$ cat src/rtl/clpsr_pkg.sv
`timescale 1ns / 1ps
`default_nettype none

package clpsr_pkg;

    // Duty fixed-point format
    localparam int DUTY_FRAC_BITS = 16;
    localparam int DUTY_W         = 23;
    localparam int LIM_W          = 15;
    localparam int SPEED_W        = 16;

    // Rounding shifts
    localparam int P_SHIFT   = 32 - DUTY_FRAC_BITS;
    localparam int AW_SHIFT  = 16;
    localparam int DRV_SHIFT = DUTY_FRAC_BITS;

    // Divider: magnitude of error times headroom fits 31 bits
    localparam int DIV_W     = 31;
    localparam int DIV_CNT_W = $clog2(DIV_W);
    localparam int QUOT_W    = 17;

    localparam int CFG_IDX_W  = 3;
    localparam int CFG_DATA_W = 32;

    localparam logic [DUTY_W-1:0] RST_DUTY_ZERO = DUTY_W'(64'd50 << DUTY_FRAC_BITS);
    localparam logic [DUTY_W-1:0] RST_DUTY_MAX  = DUTY_W'(64'd100 << DUTY_FRAC_BITS);
    localparam logic [DUTY_W-1:0] RST_DUTY_MIN  = '0;
    localparam logic [LIM_W-1:0]  RST_CUR_LIMIT = 15'd5000;
    localparam logic [31:0]       RST_P_GAIN    = 32'd21475;
    localparam logic [15:0]       RST_AW_GAIN   = 16'd39322;
    localparam logic [15:0]       RST_PERIOD    = 16'd10;
    localparam logic [31:0]       RST_DRV_SCALE = 32'd65536;

    typedef enum logic [CFG_IDX_W-1:0] {
        REG_DUTY_ZERO   = 3'd0,
        REG_DUTY_MAX    = 3'd1,
        REG_DUTY_MIN    = 3'd2,
        REG_CUR_LIMIT   = 3'd3,
        REG_P_GAIN      = 3'd4,
        REG_AW_GAIN     = 3'd5,
        REG_PERIOD      = 3'd6,
        REG_DRV_SCALE   = 3'd7
    } t_reg_idx;

    typedef struct packed {
        logic [DUTY_W-1:0] duty_zero;
        logic [DUTY_W-1:0] duty_max;
        logic [DUTY_W-1:0] duty_min;
        logic [LIM_W-1:0]  current_limit;
        logic [31:0]       proportional_gain;
        logic [15:0]       anti_windup_gain;
        logic [15:0]       update_period;
        logic [31:0]       drive_scale;
    } t_cfg;

    typedef struct packed {
        logic tick;
        logic drv_mul;
        logic out_load;
        logic cut_load;
        logic chk;
        logic div_start;
        logic pin;
        logic p_mul;
        logic aw_mul;
        logic sum;
        logic commit;
    } t_cmd;

    typedef struct packed {
        logic cd_last;
        logic out_free;
        logic cut;
        logic div_done;
    } t_sts;

    function automatic logic signed [31:0] sat32(input logic signed [63:0] v);
        logic signed [31:0] r;
        if (v > 64'sd2147483647) begin
            r = 32'sh7FFF_FFFF;
        end else if (v < -64'sd2147483648) begin
            r = 32'sh8000_0000;
        end else begin
            r = v[31:0];
        end
        return r;
    endfunction

endpackage

`default_nettype wire

$ cat src/rtl/clpsr_if.sv
`timescale 1ns / 1ps
`default_nettype none


interface clpsr_cfg_if;
    import clpsr_pkg::*;
    logic                   valid;
    logic                   ready;
    logic [CFG_IDX_W-1:0]   index;
    logic [CFG_DATA_W-1:0]  data;

    modport source (output valid, index, data, input ready);
    modport sink   (input valid, index, data, output ready);
endinterface

`default_nettype wire

$ cat src/rtl/clpsr_cfg.sv
`timescale 1ns / 1ps
`default_nettype none

module clpsr_cfg (
    input  wire              i_clk,
    input  wire              i_rst_n,
    clpsr_cfg_if.sink        i_cfg,
    output clpsr_pkg::t_cfg  o_cfg
);
    import clpsr_pkg::*;

    t_cfg r_cfg;

    assign i_cfg.ready = 1'b1;
    assign o_cfg       = r_cfg;

    always_ff @(posedge i_clk) begin
        if (!i_rst_n) begin
            r_cfg.duty_zero         <= RST_DUTY_ZERO;
            r_cfg.duty_max          <= RST_DUTY_MAX;
            r_cfg.duty_min          <= RST_DUTY_MIN;
            r_cfg.current_limit     <= RST_CUR_LIMIT;
            r_cfg.proportional_gain <= RST_P_GAIN;
            r_cfg.anti_windup_gain  <= RST_AW_GAIN;
            r_cfg.update_period     <= RST_PERIOD;
            r_cfg.drive_scale       <= RST_DRV_SCALE;
        end else if (i_cfg.valid) begin
            case (t_reg_idx'(i_cfg.index))
                REG_DUTY_ZERO: r_cfg.duty_zero         <= i_cfg.data[DUTY_W-1:0];
                REG_DUTY_MAX:  r_cfg.duty_max          <= i_cfg.data[DUTY_W-1:0];
                REG_DUTY_MIN:  r_cfg.duty_min          <= i_cfg.data[DUTY_W-1:0];
                REG_CUR_LIMIT: r_cfg.current_limit     <= i_cfg.data[LIM_W-1:0];
                REG_P_GAIN:    r_cfg.proportional_gain <= i_cfg.data[31:0];
                REG_AW_GAIN:   r_cfg.anti_windup_gain  <= i_cfg.data[15:0];
                REG_PERIOD:    r_cfg.update_period     <= i_cfg.data[15:0];
                REG_DRV_SCALE: r_cfg.drive_scale       <= i_cfg.data[31:0];
                default: begin
                end
            endcase
        end
    end

endmodule

`default_nettype wire

$ cat src/flat_wrapper.sv
// flat-port wrapper written by rule: the top's interface ports become plain ports
module clpsr_cfg_flat import clpsr_pkg::*;
  (i_clk, i_rst_n, o_cfg, i_cfg_valid, i_cfg_index, i_cfg_data, i_cfg_ready);
  clpsr_cfg_if i_cfg_i ();
  input  wire i_clk;
  input  wire i_rst_n;
  output clpsr_pkg::t_cfg o_cfg;
  input wire logic [$bits(i_cfg_i.valid)-1:0] i_cfg_valid;
  input wire logic [$bits(i_cfg_i.index)-1:0] i_cfg_index;
  input wire logic [$bits(i_cfg_i.data)-1:0] i_cfg_data;
  output wire logic [$bits(i_cfg_i.ready)-1:0] i_cfg_ready;
  assign i_cfg_i.valid = i_cfg_valid;
  assign i_cfg_i.index = i_cfg_index;
  assign i_cfg_i.data = i_cfg_data;
  assign i_cfg_ready = i_cfg_i.ready;
  clpsr_cfg u_core (.i_clk(i_clk), .i_rst_n(i_rst_n), .i_cfg(i_cfg_i), .o_cfg(o_cfg));
endmodule
$ cat config.mk
export PLATFORM = sky130hd
export DESIGN_NAME = clpsr_cfg_flat
export DESIGN_NICKNAME = d
export VERILOG_FILES = /design/src/rtl/clpsr_pkg.sv /design/src/rtl/clpsr_if.sv /design/src/rtl/clpsr_cfg.sv /design/src/flat_wrapper.sv
export SDC_FILE = /design/constraint.sdc
export NUM_CORES = 1
export LEC_CHECK = 0
export ABC_CLOCK_PERIOD_IN_PS = 2500
export BUFFER_PORTS_ARGS = -buffer_cell sky130_fd_sc_hd__buf_2
export CORE_ASPECT_RATIO = 0.5
export CORE_MARGIN = 2
export CORE_UTILIZATION = 54
export DETAILED_ROUTE_END_ITERATION = 6
export PLACE_DENSITY = 0.86
export SLEW_MARGIN = 20
export SYNTH_ARGS = -nofsm -noshare
export SYNTH_HDL_FRONTEND = slang
export SYNTH_SLANG_ARGS = --single-unit
$ cat constraint.sdc
create_clock -name i_clk -period 2.5 [get_ports i_clk]
set_input_delay 0.125 -clock i_clk [delete_from_list [all_inputs] [get_ports i_clk]]
set_output_delay 0.125 -clock i_clk [all_outputs]
set_load 0.01 [all_outputs]
==> results.toml, run 1 <==
[layout]
drive_above_1_share = 0.302
largest_reg_flops = 180
final_nets = 907
area_growth_pct = 28.0
antenna_cells = 0

[clocking]
ctsRootBufferMaster = "clkbuf_16"
clock_path_buffers = 2
cts_made_buffers = 17
insertion_delay_ns = 0.42
cts_tree = "done"
postCtsSetupBuffers = 0
h-tree-depth = 4
clk_pin_slew_ns = 0.07
clock_sinks = 180

[yosys]
yosysSeqAreaShare = 0.529
yosysUniqueCellTypes = 20
synth_most_common_cell = "nand2_1"
yosysWarnings = 0
synthesis.area_mm2 = 0.00681
syn_inst = 656
synth-edff-count = 0
async_flop_share = 0
syn_area_per_cell_um2 = 10.4
synthTopCellsByCount = "nand2_1, dfxtp_1, mux2i_1"
synth_fp_nets = 694
netlist_top_cells_area = "dfxtp_1, mux2i_1, nand2_1"
synth_ff_type = "dfxtp_1"
ys_seq_elements = 180
synth_top_cell_by_area = "dfxtp_1"
synth_top_area_frac = 0.529

[grt]
first_global_vias = 5242
grt_max_degree = 109
grt_first_pass_wirelength_um = 27600
grt.total_usage = 0.261
overflow = 0
antenna_found_initial = 0

[routing]
wl_um = 17700
wl_per_cell_um = 16.9
antenna_left = 0
routed-via-count = 5385
avgViaCountPerCell = 5.14
drcViolationCount = 0
drt_pass1_iterations = 4
drt_iter0_markers = 324

[critical_path]
endpoint_kind = "flop"
worstSetupStartpointType = "input port"
path_max_fanout = 108
critical_path_required_ns = 2.83
worstSetupPathType = "in -> reg"
worstPathArrival_ns = 1.44

[timing]
timing.final.ws_setup_ns = 1.39
maxSlewViolCount = 0
tightest_slew_ns = 0.748
slew_headroom = 0.502
max_freq_ghz = 0.900
hold_viol_final = 0
fin_crit_sh = 0.444
setup_viol = 0
period_minus_slack_ns = 1.11
skew_ns = 0
setup_tns_ns = 0
rsz0062_at_grt = "no"

[place]
place_congestion = 0.814
io_buffers = 217
dpl.hpwl_um = 12200
dpl_worst_slack_ns = 1.02

[floorplan]
start_util = 0.565
die_area_mm2 = 0.0136
fp-row-count = 28
core_mm2 = 0.0121
die_h_um = 83.4
die_w_um = 163
io_pins = 219

[run_status]
status = "finished clean"

[job]
drv_cap = 0

[power_and_ir_drop]
ir_drop_v = 0.000535
leakage_nw = 4.56
powerDensity_mw_per_mm2 = 691

[min_path]
min_path_type = "in -> reg"
## placed cells by master, fill, tap and decap left out, types with 2 or more instances in the layout
cell type / n
buf_2: 216
nand2_1: 181
mux2i_1: 180
dfxtp_1: 180
nor2b_1: 50
clkbuf_16: 17
dlygate4sd3_1: 16
buf_4: 11
inv_6: 5
inv_8: 3
nand4bb_2: 2
and4b_1: 2
clkinvlp_4: 2
## final cells by class
cell class	count	area (um^2)
Fill cell	890	3330
Timing Repair Buffer	245	1360
Sequential cell	180	3600
Clock inverter	13	136
Multi-Input combinational cell	425	2970
Tap cell	165	206
Clock buffer	19	443
## worst paths after layout
check	slack [ns]	cells past startpoint	from	to
max	1.39	4	i_rst_n	u_core.o_cfg[14]$_SDFFE_PN0P_
min	0.007	3	i_cfg_data[23]	u_core.o_cfg[87]$_SDFFE_PN0P_
max reg2reg	1.80	2	u_core.o_cfg[14]$_SDFFE_PN0P_	u_core.o_cfg[14]$_SDFFE_PN0P_
min reg2reg	0.46	2	u_core.o_cfg[85]$_SDFFE_PN0P_	u_core.o_cfg[85]$_SDFFE_PN0P_
## per-layer routing
layer | vias up | wire [um] | track usage
met1 | 2612 | 7600 | 0.320
li1 | 2597 | - | -
met5 | - | 0 | 0
met4 | 0 | 244 | 0.0861
met2 | 153 | 8880 | 0.458
met3 | 23 | 975 | 0.0534
## timing repair
| item | 4_1_cts | 5_1_grt |
|---|---|---|
| gates resized for setup | 0 | 0 |
| hold endpoints to repair | 24 | 0 |
| hold buffers | 16 | 0 |
## metrics by stage
stage / power (mW) / cell area [um^2] / instances / util / hold WS, ns
after floorplan: 3.28 / 6810 / 656 / - / 0.287
after global placement: 3.43 / 7980 / 999 / 0.662 / 0.398
after detailed placement: 3.44 / 7980 / 999 / 0.662 / 0.405
after CTS: 6.05 / 8720 / 1047 / 0.723 / 0.00117
after global routing: 6.21 / 8720 / 1047 / 0.723 / 0.0198
final: 6.02 / 8720 / 1047 / 0.723 / 0.00653
## kinds of logic (layout without fill, tap and decap cells)
logic type	Yosys count	count (layout)	synth area share
DFF	180	180	0.529
buffers and inverters	51	277	0.0377
other	1	1	0.000551
muxes	180	180	0.265
and+or+nand+nor	244	244	0.168
## critical path: stages
cell and delay, ns:
buf_6 0.49, buf_4 0.41, nand2_1 0.13, mux2i_1 0.21
## power by group
part           switching [mW]  total, mW  leakage, nW  internal, mW
logic                   0.261      0.439         2.83         0.178
clock network            1.19       2.62        0.281          1.44
registers              0.0330       2.96         1.46          2.93
Note: power is estimated with default switching activity, not from simulation.
==> run 2, diff against run 1 <==
Settings changed: ABC_CLOCK_PERIOD_IN_PS 2500 to 1000, CORE_UTILIZATION 54 to 46, PLACE_DENSITY 0.86 to 0.78.
Clock period 2.5 ns to 1 ns, I/O delays scaled along.
==> run 2 against run 1 <==
Final cell count grew 7.0%. Critical path depth shrank 3. Utilization shrank 8.4 points. First-iteration DRC count shrank 27%. Clock skew is the same. Critical endpoint is now o_cfg[141].
==> results.toml, run 2 (synthesis results as in run 1) <==
[routing]
antenna_left = 0
routed-via-count = 5540
drcViolationCount = 0
avgViaCountPerCell = 4.95
drt_pass1_iterations = 4
wl_per_cell_um = 16.9
drt_iter0_markers = 235
wl_um = 18900

[grt]
grt_first_pass_wirelength_um = 29500
first_global_vias = 5551
grt.total_usage = 0.235
overflow = 0
grt_max_degree = 47
antenna_found_initial = 0

[critical_path]
crit_buf_inv = 1
rr_startpoint = "u_core.o_cfg[146]$_SDFFE_PN0P_"
path_max_fanout = 2
worstSetupPathType = "reg -> out"
worstRegToRegCells = 2
path_delay_family = "flip-flops"
crit_slowest_cell = "dfxtp_1"
r2r_setup_slack_ns = 0.33
critical_path_required_ns = 0.95
critPathMaxStageDelay_ns = 0.36
crit_path_start = "u_core.o_cfg[141]$_SDFFE_PN0P_"
endpoint_kind = "output port"
crit_chain = "buf_2"
r2r_end = "u_core.o_cfg[146]$_SDFFE_PN0P_"
worstPathArrival_ns = 0.92
worstSetupStartpointType = "flop"

[timing]
max_freq_ghz = 1.03
setup_viol = 0
period_minus_slack_ns = 0.974
skew_ns = 0
fin_crit_sh = 0.974
hold_viol_final = 0
maxSlewViolCount = 0
rsz0062_at_grt = "no"

[clocking]
insertion_delay_ns = 0.41
h-tree-depth = 4
ctsRootBufferMaster = "clkbuf_16"
clock_path_buffers = 2
clk_pin_slew_ns = 0.07
cts_made_buffers = 17
cts_tree = "done"
clock_sinks = 180

[min_path]
hold_start = "i_cfg_data[19]"
worstHoldEndpoint = "u_core.o_cfg[130]$_SDFFE_PN0P_"
holdPathStages = 3
min_path_type = "in -> reg"

[power_and_ir_drop]
leakage_nw = 4.82
ir_drop_v = 0.00121
powerDensity_mw_per_mm2 = 1630

[layout]
area_growth_pct = 35.9
multi_input_area_mm2 = 0.00297
regArea_mm2 = 0.00360
design_area_mm2 = 0.00925
antenna_cells = 0
largest_reg_flops = 180
fillers = 1167
final_util = 0.640
drive_above_1_share = 0.319
final_cell_mix = "buf_2, nand2_1, mux2i_1, dfxtp_1, nor2b_1"
final_nets = 947
mostFrequentLayoutCell = "buf_2"

[job]
drv_cap = 0

[floorplan]
die_w_um = 176
fp-row-count = 31
start_util = 0.471
io_pins = 219
core_mm2 = 0.0145
die_area_mm2 = 0.0158
die_h_um = 90.0

[place]
dpl.hpwl_um = 13200
io_buffers = 217
place_congestion = 0.837
placed_area_mm2 = 0.00840

[run_status]
status = "finished clean"
[run 2: where the power goes]
group	switching (mW)	total [mW]	internal [mW]
sequential	0.0806	7.41	7.33
combinational	0.705	1.30	0.590
clock	2.88	6.34	3.46
[run 2: worst max-delay path by stage]
stage                                                 to  cells past startpoint
after floorplan           u_core.o_cfg[167]$_SDFFE_PN0P_                      4
after global placement    u_core.o_cfg[166]$_SDFFE_PN0P_                      4
after detailed placement  u_core.o_cfg[147]$_SDFFE_PN0P_                      5
after CTS                                      o_cfg[48]                      1
after global routing                          o_cfg[141]                      1
final                                         o_cfg[141]                      1
[run 2: through the flow]
step | setup WS [ns] | cells | power (mW) | hold slack, ns | TNS, ns
final | 0.0257 | 1120 | 15.0 | 0.0690 | 0
after CTS | 0.0151 | 1120 | 15.1 | 0.0490 | 0
after global routing | 0.00132 | 1120 | 15.5 | 0.0762 | 0
after global placement | -0.194 | 1060 | 8.74 | 0.322 | -16.66
after floorplan | -0.0559 | 656 | 8.20 | 0.212 | -1.19
after detailed placement | -0.225 | 1060 | 8.76 | 0.335 | -19.41
[run 2: layout make-up]
cell class	count	share of cell area
Clock buffer	22	0.0512
Clock inverter	10	0.0101
Multi-Input combinational cell	425	0.321
Timing Repair Buffer	285	0.201
Tap cell	198	0.0268
Sequential cell	180	0.390
[run 2: per-layer routing]
metal  track usage  wire length [um]  up-vias
met5             0                 0        -
met4        0.0950               559        0
li1              -                 -     2671
met3        0.0478              1030       41
met1         0.295              8420     2648
met2         0.398              8880      180
[run 2: timing repair]
item                                    4_1_cts  5_1_grt
resized for setup                             0        1
endpoints found under the setup margin        0        1
hold buffers                                 28        0
buffers inserted                              0        0
endpoints found under the hold margin        68        0
