<file path="config.mk">
export PLATFORM = sky130hd
export DESIGN_NAME = clpsr_ctrl
export DESIGN_NICKNAME = d
export VERILOG_FILES = /design/src/rtl/clpsr_pkg.sv /design/src/rtl/clpsr_ctrl.sv
export SDC_FILE = /design/constraint.sdc
export NUM_CORES = 1
export LEC_CHECK = 0
export BUFFER_PORTS_ARGS = -buffer_cell sky130_fd_sc_hd__buf_2
export CORE_UTILIZATION = 30
export DETAILED_ROUTE_END_ITERATION = 10
export RECOVER_POWER = 100
export SYNTH_ARGS = -nofsm -noshare
export SYNTH_HDL_FRONTEND = slang
export SYNTH_SLANG_ARGS = --single-unit
</file>
<file path="constraint.sdc">
create_clock -name i_clk -period 5.64 [get_ports i_clk]
set_clock_uncertainty 0.05 [all_clocks]
set_input_delay 0.564 -clock i_clk [delete_from_list [all_inputs] [get_ports i_clk]]
set_output_delay 0.564 -clock i_clk [all_outputs]
set_load 0.01 [all_outputs]
</file>
<file path="src/rtl/clpsr_pkg.sv">
`timescale 1ns / 1ps
`default_nettype none

package clpsr_pkg;

    // Duty fixed-point format
    localparam int DUTY_FRAC_BITS = 16;
    localparam int DUTY_W         = 23;
    localparam int LIM_W          = 15;
    localparam int SPEED_W        = 16;

    // Rounding shifts
    localparam int P_SHIFT   = 32 - DUTY_FRAC_BITS;
    localparam int AW_SHIFT  = 16;
    localparam int DRV_SHIFT = DUTY_FRAC_BITS;

    // Divider: magnitude of error times headroom fits 31 bits
    localparam int DIV_W     = 31;
    localparam int DIV_CNT_W = $clog2(DIV_W);
    localparam int QUOT_W    = 17;

    localparam int CFG_IDX_W  = 3;
    localparam int CFG_DATA_W = 32;

    localparam logic [DUTY_W-1:0] RST_DUTY_ZERO = DUTY_W'(64'd50 << DUTY_FRAC_BITS);
    localparam logic [DUTY_W-1:0] RST_DUTY_MAX  = DUTY_W'(64'd100 << DUTY_FRAC_BITS);
    localparam logic [DUTY_W-1:0] RST_DUTY_MIN  = '0;
    localparam logic [LIM_W-1:0]  RST_CUR_LIMIT = 15'd5000;
    localparam logic [31:0]       RST_P_GAIN    = 32'd21475;
    localparam logic [15:0]       RST_AW_GAIN   = 16'd39322;
    localparam logic [15:0]       RST_PERIOD    = 16'd10;
    localparam logic [31:0]       RST_DRV_SCALE = 32'd65536;

    typedef enum logic [CFG_IDX_W-1:0] {
        REG_DUTY_ZERO   = 3'd0,
        REG_DUTY_MAX    = 3'd1,
        REG_DUTY_MIN    = 3'd2,
        REG_CUR_LIMIT   = 3'd3,
        REG_P_GAIN      = 3'd4,
        REG_AW_GAIN     = 3'd5,
        REG_PERIOD      = 3'd6,
        REG_DRV_SCALE   = 3'd7
    } t_reg_idx;

    typedef struct packed {
        logic [DUTY_W-1:0] duty_zero;
        logic [DUTY_W-1:0] duty_max;
        logic [DUTY_W-1:0] duty_min;
        logic [LIM_W-1:0]  current_limit;
        logic [31:0]       proportional_gain;
        logic [15:0]       anti_windup_gain;
        logic [15:0]       update_period;
        logic [31:0]       drive_scale;
    } t_cfg;

    typedef struct packed {
        logic tick;
        logic drv_mul;
        logic out_load;
        logic cut_load;
        logic chk;
        logic div_start;
        logic pin;
        logic p_mul;
        logic aw_mul;
        logic sum;
        logic commit;
    } t_cmd;

    typedef struct packed {
        logic cd_last;
        logic out_free;
        logic cut;
        logic div_done;
    } t_sts;

    function automatic logic signed [31:0] sat32(input logic signed [63:0] v);
        logic signed [31:0] r;
        if (v > 64'sd2147483647) begin
            r = 32'sh7FFF_FFFF;
        end else if (v < -64'sd2147483648) begin
            r = 32'sh8000_0000;
        end else begin
            r = v[31:0];
        end
        return r;
    endfunction

endpackage

`default_nettype wire

</file>
<file path="src/rtl/clpsr_ctrl.sv">
`timescale 1ns / 1ps
`default_nettype none

module clpsr_ctrl (
    input  wire              i_clk,
    input  wire              i_rst_n,
    input  wire              i_in_valid,
    output logic             o_in_ready,
    input  clpsr_pkg::t_sts  i_sts,
    output clpsr_pkg::t_cmd  o_cmd
);
    import clpsr_pkg::*;

    typedef enum logic [10:0] {
        ST_IDLE   = 11'b000_0000_0001,
        ST_DRV    = 11'b000_0000_0010,
        ST_OUT    = 11'b000_0000_0100,
        ST_CHK    = 11'b000_0000_1000,
        ST_DSTART = 11'b000_0001_0000,
        ST_DIV    = 11'b000_0010_0000,
        ST_PIN    = 11'b000_0100_0000,
        ST_PMUL   = 11'b000_1000_0000,
        ST_AWMUL  = 11'b001_0000_0000,
        ST_SUM    = 11'b010_0000_0000,
        ST_CLAMP  = 11'b100_0000_0000
    } t_state;

    t_state r_state;
    t_state n_state;

    assign o_in_ready = r_state == ST_IDLE;

    always_comb begin
        n_state = r_state;
        o_cmd   = '0;
        case (r_state)
            ST_IDLE: begin
                if (i_in_valid) begin
                    o_cmd.tick = 1'b1;
                    if (i_sts.cd_last) begin
                        n_state = ST_DRV;
                    end
                end
            end
            ST_DRV: begin
                o_cmd.drv_mul = 1'b1;
                n_state       = ST_OUT;
            end
            ST_OUT: begin
                // hold until the output register frees up
                if (i_sts.out_free) begin
                    o_cmd.out_load = 1'b1;
                    n_state        = ST_CHK;
                end
            end
            ST_CHK: begin
                if (i_sts.cut) begin
                    o_cmd.cut_load = 1'b1;
                    n_state        = ST_IDLE;
                end else begin
                    o_cmd.chk = 1'b1;
                    n_state   = ST_DSTART;
                end
            end
            ST_DSTART: begin
                o_cmd.div_start = 1'b1;
                n_state         = ST_DIV;
            end
            ST_DIV: begin
                if (i_sts.div_done) begin
                    n_state = ST_PIN;
                end
            end
            ST_PIN: begin
                o_cmd.pin = 1'b1;
                n_state   = ST_PMUL;
            end
            ST_PMUL: begin
                o_cmd.p_mul = 1'b1;
                n_state     = ST_AWMUL;
            end
            ST_AWMUL: begin
                o_cmd.aw_mul = 1'b1;
                n_state      = ST_SUM;
            end
            ST_SUM: begin
                o_cmd.sum = 1'b1;
                n_state   = ST_CLAMP;
            end
            ST_CLAMP: begin
                o_cmd.commit = 1'b1;
                n_state      = ST_IDLE;
            end
            default: begin
                n_state = ST_IDLE;
            end
        endcase
    end

    always_ff @(posedge i_clk) begin
        if (!i_rst_n) begin
            r_state <= ST_IDLE;
        end else begin
            r_state <= n_state;
        end
    end

endmodule

`default_nettype wire
</file>
==> results of run 1 <==
cell type report:
class / instances / area, um^2
fill: 249 / 1400
multi-input combinational: 69 / 448
sequential: 11 / 220
timing repair buffer: 18 / 77.6
tap: 28 / 35.0
clock buffer: 4 / 26.3
inverter: 1 / 3.75
cell usage after synthesis, types with 2 or more instances:
| master | instances |
|---|---|
| dfxtp_1 | 11 |
| nor2_1 | 10 |
| nor3b_1 | 8 |
| and3_1 | 4 |
| nand4_1 | 4 |
| a21oi_1 | 3 |
| nand2_1 | 3 |
| nand2b_1 | 3 |
| and2_1 | 2 |
| clkbuf_1 | 2 |
| nor2b_1 | 2 |
| nor3_1 | 2 |
| nor4_1 | 2 |
| nor4b_1 | 2 |
| o211ai_1 | 2 |
| o21ai_0 | 2 |
| or4b_2 | 2 |
worst register-to-register path, cell delays in order (launching register included):
cell,delay (ps)
dfxtp_1,370
nor4_1,660
nand3_1,350
o211ai_1,610
nor3b_1,110
metal layers:
| layer | vias to the layer above | wire length (um) | share of wire, % | track usage (%) |
|---|---|---|---|---|
| li1 | 362 | - | - | - |
| met1 | 332 | 782 | 47 | 18.4 |
| met2 | 27 | 778 | 47 | 24.9 |
| met3 | 2 | 84 | 5.1 | 2.73 |
| met4 | 0 | 14 | 0.84 | 8.80 |
| met5 | - | 0 | 0 | 0 |
logic make-up after synthesis:
kind of cell | after synthesis | synth area share, %
AND/OR/NAND/NOR | 54 | 49.6
buffers and inverters | 5 | 3.87
flip-flops | 11 | 31.0
AO/OA/AOI/OAI | 13 | 13.0
XOR/XNOR | 2 | 2.47
power groups by stage:
stage / Sequential (mW) / Combinational (mW) / Clock [mW]
finish: 0.101 / 0.127 / 0.0544
global route: 0.104 / 0.144 / 0.0600
global placement: 0.103 / 0.128 / 0
detailed placement: 0.103 / 0.129 / 0
CTS: 0.101 / 0.129 / 0.0568
floorplan: 0.0950 / 0.104 / 0
worst max-delay path by stage:
stage,start,end,slack (ps)
6_report,r_state[4],o_cmd[10],2910
5_1_grt,r_state[2],o_cmd[10],2740
4_1_cts,r_state[4],o_cmd[10],3130
3_5_place_dp,r_state[4],o_cmd[10],3450
3_3_place_gp,r_state[4],o_cmd[10],3450
2_1_floorplan,r_state[5],o_cmd[10],3560
==> flow_metrics.py, run 1 <==
metrics = {
    "run_status": {
        "status": "finished clean",
    },
    "drt": {
        "first_pass_iters": 4,
        "via_per_inst": 5.52,
        "ant_nets": 0,
        "vias": 723,
        "drc": 0,
        "wl_mm": 1.66,
        "drtIter0Drc": 21,
        "wire_per_inst_um": 12.7,
    },
    "power": {
        "peakVddDrop_mv": 0.146,
        "cellPowerDensity_nw_per_um2": 348,
        "intPower_uw": 167,
        "p_seq_share_pct": 35.9,
        "p_sw_uw": 115,
        "power_frac_clock_pct": 19.3,
        "p_sw_share_pct": 40.9,
        "p_leak_nw": 0.317,
        "p_comb_share_pct": 44.8,
        "power_uw": 282,
    },
    "final_layout": {
        "final_cell_area_um2": 811,
        "reg.largest.list": "r_state x11",
        "layout_common_cells": "clkbuf_1, dfxtp_1, nor2_1",
        "final_core_util_pct": 36.7,
        "regMostFlops": "r_state",
        "stdcell_count": 131,
        "area_delta_synth_final_pct": 14.1,
        "n_antenna_cell": 0,
        "layout-drive-gt1-share_pct": 15.5,
        "final_nets": 111,
        "largest_register_ffs": 11,
    },
    "die": {
        "die_h_um": 50.7,
        "start_util_pct": 32.1,
        "core-area_um2": 2210,
        "io_pins": 19,
        "fp.dieW_um": 50.7,
        "die-area_um2": 2570,
        "rows": 17,
    },
    "setup_path": {
        "cp_num_buf_inv": 1,
        "slowest_stage": "nor4_1",
        "path_cells": "nor4_1, nand3_1, nor2_1, and2_0, buf_2",
        "criticalPathCategory": "register to output port",
        "worstPathArrival_ps": 2120,
        "path_depth": 5,
        "worstSetupEndpointType": "output port",
        "r2r-end": "r_state[4]",
        "crit_fanout": 9,
        "slowest_delay_ps": 660,
        "worstRegToRegCells": 4,
        "r2r_setup_slack_ps": 3360,
        "reg2reg_from": "r_state[4]",
        "cp.required_ps": 5030,
        "start_kind": "register",
        "critPathTopFamily": "simple AND/OR/NAND/NOR gates",
    },
    "timing": {
        "worst_pin_slew_ps": 699,
        "max_freq_mhz": 366,
        "rsz0062_at_grt": "false",
        "period_share_pct": 48.4,
        "max-slew-margin-rel_pct": 53.0,
        "post-route-min-period_ps": 2730,
        "fin_setup_tns_ps": 0,
        "hold_violations": 0,
        "whs_ps": 471,
        "setup_viol": 0,
        "finalWorstSetupSlack_ps": 2910,
        "slew_viol_final": 0,
    },
    "global_route": {
        "grt_pass1_vias": 663,
        "antenna_found_initial": 0,
        "grt_max_degree": 10,
        "grt_overflow": 0,
        "grt_pass1_wl_mm": 2.82,
        "grt.total_usage_pct": 15.2,
    },
    "logic_synthesis": {
        "ys_warn_count": 0,
        "synth_top_area_share_pct": 31.0,
        "synth_top_cells_by_area": "dfxtp_1, nor3b_1, nor2_1, and3_1, nand4_1",
        "syn-num-nets": 92,
        "synth.avg_cell_area_um2": 8.36,
        "postSynthCellCount": 85,
        "ys_ff_latch": 11,
        "synth_cell_type_count": 38,
        "syn_area_um2": 711,
        "synth_top_cell_by_area": "dfxtp_1",
        "synth_edf_count": 0,
        "ys.flop_type": "dfxtp_1",
        "async_flop_share_pct": 0,
        "seq_area_frac_synth_pct": 31.0,
    },
    "place": {
        "place.port_buffers": 18,
        "place.gp.congestion": 0.795,
        "place_ws_ps": 3450,
        "dp_cells": 127,
        "hpwlAfterDp_mm": 1.28,
        "post_dp_cell_area_um2": 812,
    },
    "hold_path": {
        "hold-path-endpoint": "r_state[9]",
        "min_from": "r_state[8]",
        "hold_depth": 2,
        "holdCritPathClass": "register to register",
    },
    "clocking": {
        "numCtsBuffers": 3,
        "path_clk_slew_ps": 70,
        "ctsHtreeMaxLevel": 1,
        "cts.repair.resized": 0,
        "cts_sinks": 11,
        "hold_buffers": 0,
        "insertion_delay_ps": 270,
        "clock_path_buffers": 2,
        "cts_tree": "done",
        "root_buffer": "clkbuf_4",
        "post_cts_buffers": 0,
    },
    "job": {
        "cap_violations": 0,
    },
}
Note: power is estimated with default switching activity, not from simulation.
==> run 2, diff against run 1 <==
Settings changed: ABC_AREA set to 1.
Clock period 5.64 ns to 2.4 ns, I/O delays scaled along.
==> run 2 against run 1 <==
Sequential cell count did not move. Largest cell class unchanged. Largest power group unchanged. Sequential power rose by 120%. First-iteration DRC count fell by 62%. Non-clock buffer count did not move. Worst hold slack got worse by 310 ps. Highest routed layer unchanged. Synthesized cell count rose by 28%. Sequential share of layout area fell by 0.89 points. Via count fell by 2.6%. Critical endpoint unchanged. Cell area rose by 3.4%. Clock power rose by 150%. Core utilization fell by 0.16 points. Final cell count rose by 21%.
==> flow_metrics.py, run 2 <==
metrics = {
    "clocking": {
        "root_buffer": "clkbuf_4",
        "ctsHtreeMaxLevel": 1,
        "hold_buffers": 0,
        "cts_sinks": 11,
        "cts_tree": "done",
        "cts.repair.resized": 0,
        "numCtsBuffers": 3,
        "insertion_delay_ps": 280,
        "path_clk_slew_ps": 70,
        "post_cts_buffers": 0,
        "clock_path_buffers": 2,
    },
    "drt": {
        "drc": 0,
        "via_per_inst": 4.43,
        "vias": 704,
        "wl_mm": 1.65,
        "drtIter0Drc": 8,
        "wire_per_inst_um": 10.4,
        "ant_nets": 0,
        "first_pass_iters": 4,
    },
    "setup_path": {
        "criticalPathCategory": "register to output port",
        "worstSetupEndpointType": "output port",
        "start_kind": "register",
        "cp.required_ps": 2110,
        "worstPathArrival_ps": 1550,
        "crit_fanout": 7,
    },
    "timing": {
        "fin_setup_tns_ps": 0,
        "rsz0062_at_grt": "false",
        "hold_violations": 0,
        "setup_viol": 0,
        "max_freq_mhz": 542,
        "worst_pin_slew_ps": 335,
        "post-route-min-period_ps": 1840,
        "period_share_pct": 76.8,
        "slew_viol_final": 0,
        "max-slew-margin-rel_pct": 77.6,
    },
    "final_layout": {
        "multi_input_area_um2": 380,
        "layout-drive-gt1-share_pct": 21.4,
        "nFillCells": 277,
        "mostFrequentLayoutCell": "nand2_1",
        "area_delta_synth_final_pct": 10.6,
        "seq_area_um2": 220,
        "regMostFlops": "r_state",
        "n_antenna_cell": 0,
        "final_nets": 139,
        "largest_register_ffs": 11,
        "final_cell_area_um2": 838,
        "layout_common_cells": "nand2_1, inv_1, nor2_1",
        "reg.largest.list": "r_state x11",
    },
    "place": {
        "place.port_buffers": 18,
        "post_dp_cell_area_um2": 883,
        "place.gp.congestion": 0.716,
        "hpwlAfterDp_mm": 1.34,
    },
    "global_route": {
        "grt_max_degree": 10,
        "grt_pass1_wl_mm": 2.73,
        "grt.total_usage_pct": 13.9,
        "antenna_found_initial": 0,
        "grt_overflow": 0,
        "grt_pass1_vias": 639,
    },
    "die": {
        "rows": 17,
        "die-area_um2": 2730,
        "start_util_pct": 33.0,
        "io_pins": 19,
        "die_h_um": 52.3,
        "fp.dieW_um": 52.3,
        "core-area_um2": 2300,
    },
    "logic_synthesis": {
        "syn-num-nets": 116,
        "yosysMostFrequentCell": "nand2_1",
        "synth_top_cells_by_area": "dfxtp_1, nand2_1, inv_1, nor2_1, nand3_4",
        "ys.flop_type": "dfxtp_1",
        "async_flop_share_pct": 0,
        "postSynthCellCount": 109,
        "syn_area_um2": 758,
        "ys_top_cells_by_count": "nand2_1, inv_1, nor2_1",
        "synth_top_cell_by_area": "dfxtp_1",
        "synth.avg_cell_area_um2": 6.96,
        "ys_ff_latch": 11,
        "synth_edf_count": 0,
        "ys_warn_count": 0,
        "seq_area_frac_synth_pct": 29.0,
        "synth_cell_type_count": 18,
        "synth_top_area_share_pct": 29.0,
    },
    "power": {
        "cellPowerDensity_nw_per_um2": 849,
        "p_leak_nw": 0.466,
        "peakVddDrop_mv": 0.315,
    },
    "hold_path": {
        "holdCritPathClass": "input port to register",
    },
    "run_status": {
        "status": "finished clean",
    },
    "job": {
        "cap_violations": 0,
    },
}
## run 2: final timing paths
kind | cells after the start | end | start | slack [ps]
worst max-delay path | 6 | o_cmd[10] | r_state[4] | 560
worst max register to register | 8 | r_state[5] | r_state[4] | 720
worst min register to register | 2 | r_state[10] | r_state[9] | 500
worst min-delay path | 3 | r_state[5] | i_rst_n | 170
## run 2: critical path: stages (launching register included)
cell	delay [ps]
dfxtp_1	330
nor2_1	180
nand2_1	190
nor2_8	200
nand2_1	130
nor2_1	100
clkbuf_1	150
## run 2: cell type report
type | count | share of cell area (%)
Multi-Input combinational cell | 72 | 45.4
Clock buffer | 4 | 3.13
Tap cell | 28 | 4.18
Sequential cell | 11 | 26.3
Inverter | 26 | 11.6
Timing Repair Buffer | 18 | 9.40
## run 2: kinds of logic (layout without fill, tap and decap cells)
logic type             after synthesis  in the layout  synth area share, %
AND/OR/NAND/NOR                     71             71                 56.4
buffers and inverters               26             48                 12.9
flip-flops                          11             11                 29.0
AO/OA/AOI/OAI                        1              1                 1.65
## run 2: per-stage QoR
step | power (mW) | hold slack [ps] | setup WS (ps) | utilization [%] | std cells
floorplan | 0.555 | 310 | 1120 | - | 109
global placement | 0.634 | 453 | 1020 | 38.5 | 155
detailed placement | 0.641 | 451 | 997 | 38.5 | 155
CTS | 0.778 | 150 | 682 | 39.6 | 159
global route | 0.775 | 164 | 416 | 36.5 | 159
finish | 0.712 | 166 | 556 | 36.5 | 159
## run 2: metal layers
metal	track usage, %	vias up	wire [um]
met4	11.8	0	63
met1	17.5	308	816
met2	21.4	20	717
met3	0.870	5	53
li1	-	371	-
met5	0	-	0
## run 2: power by group
part           internal, mW  switching [mW]
clock                0.0645          0.0695
combinational         0.114           0.239
sequential            0.206          0.0185
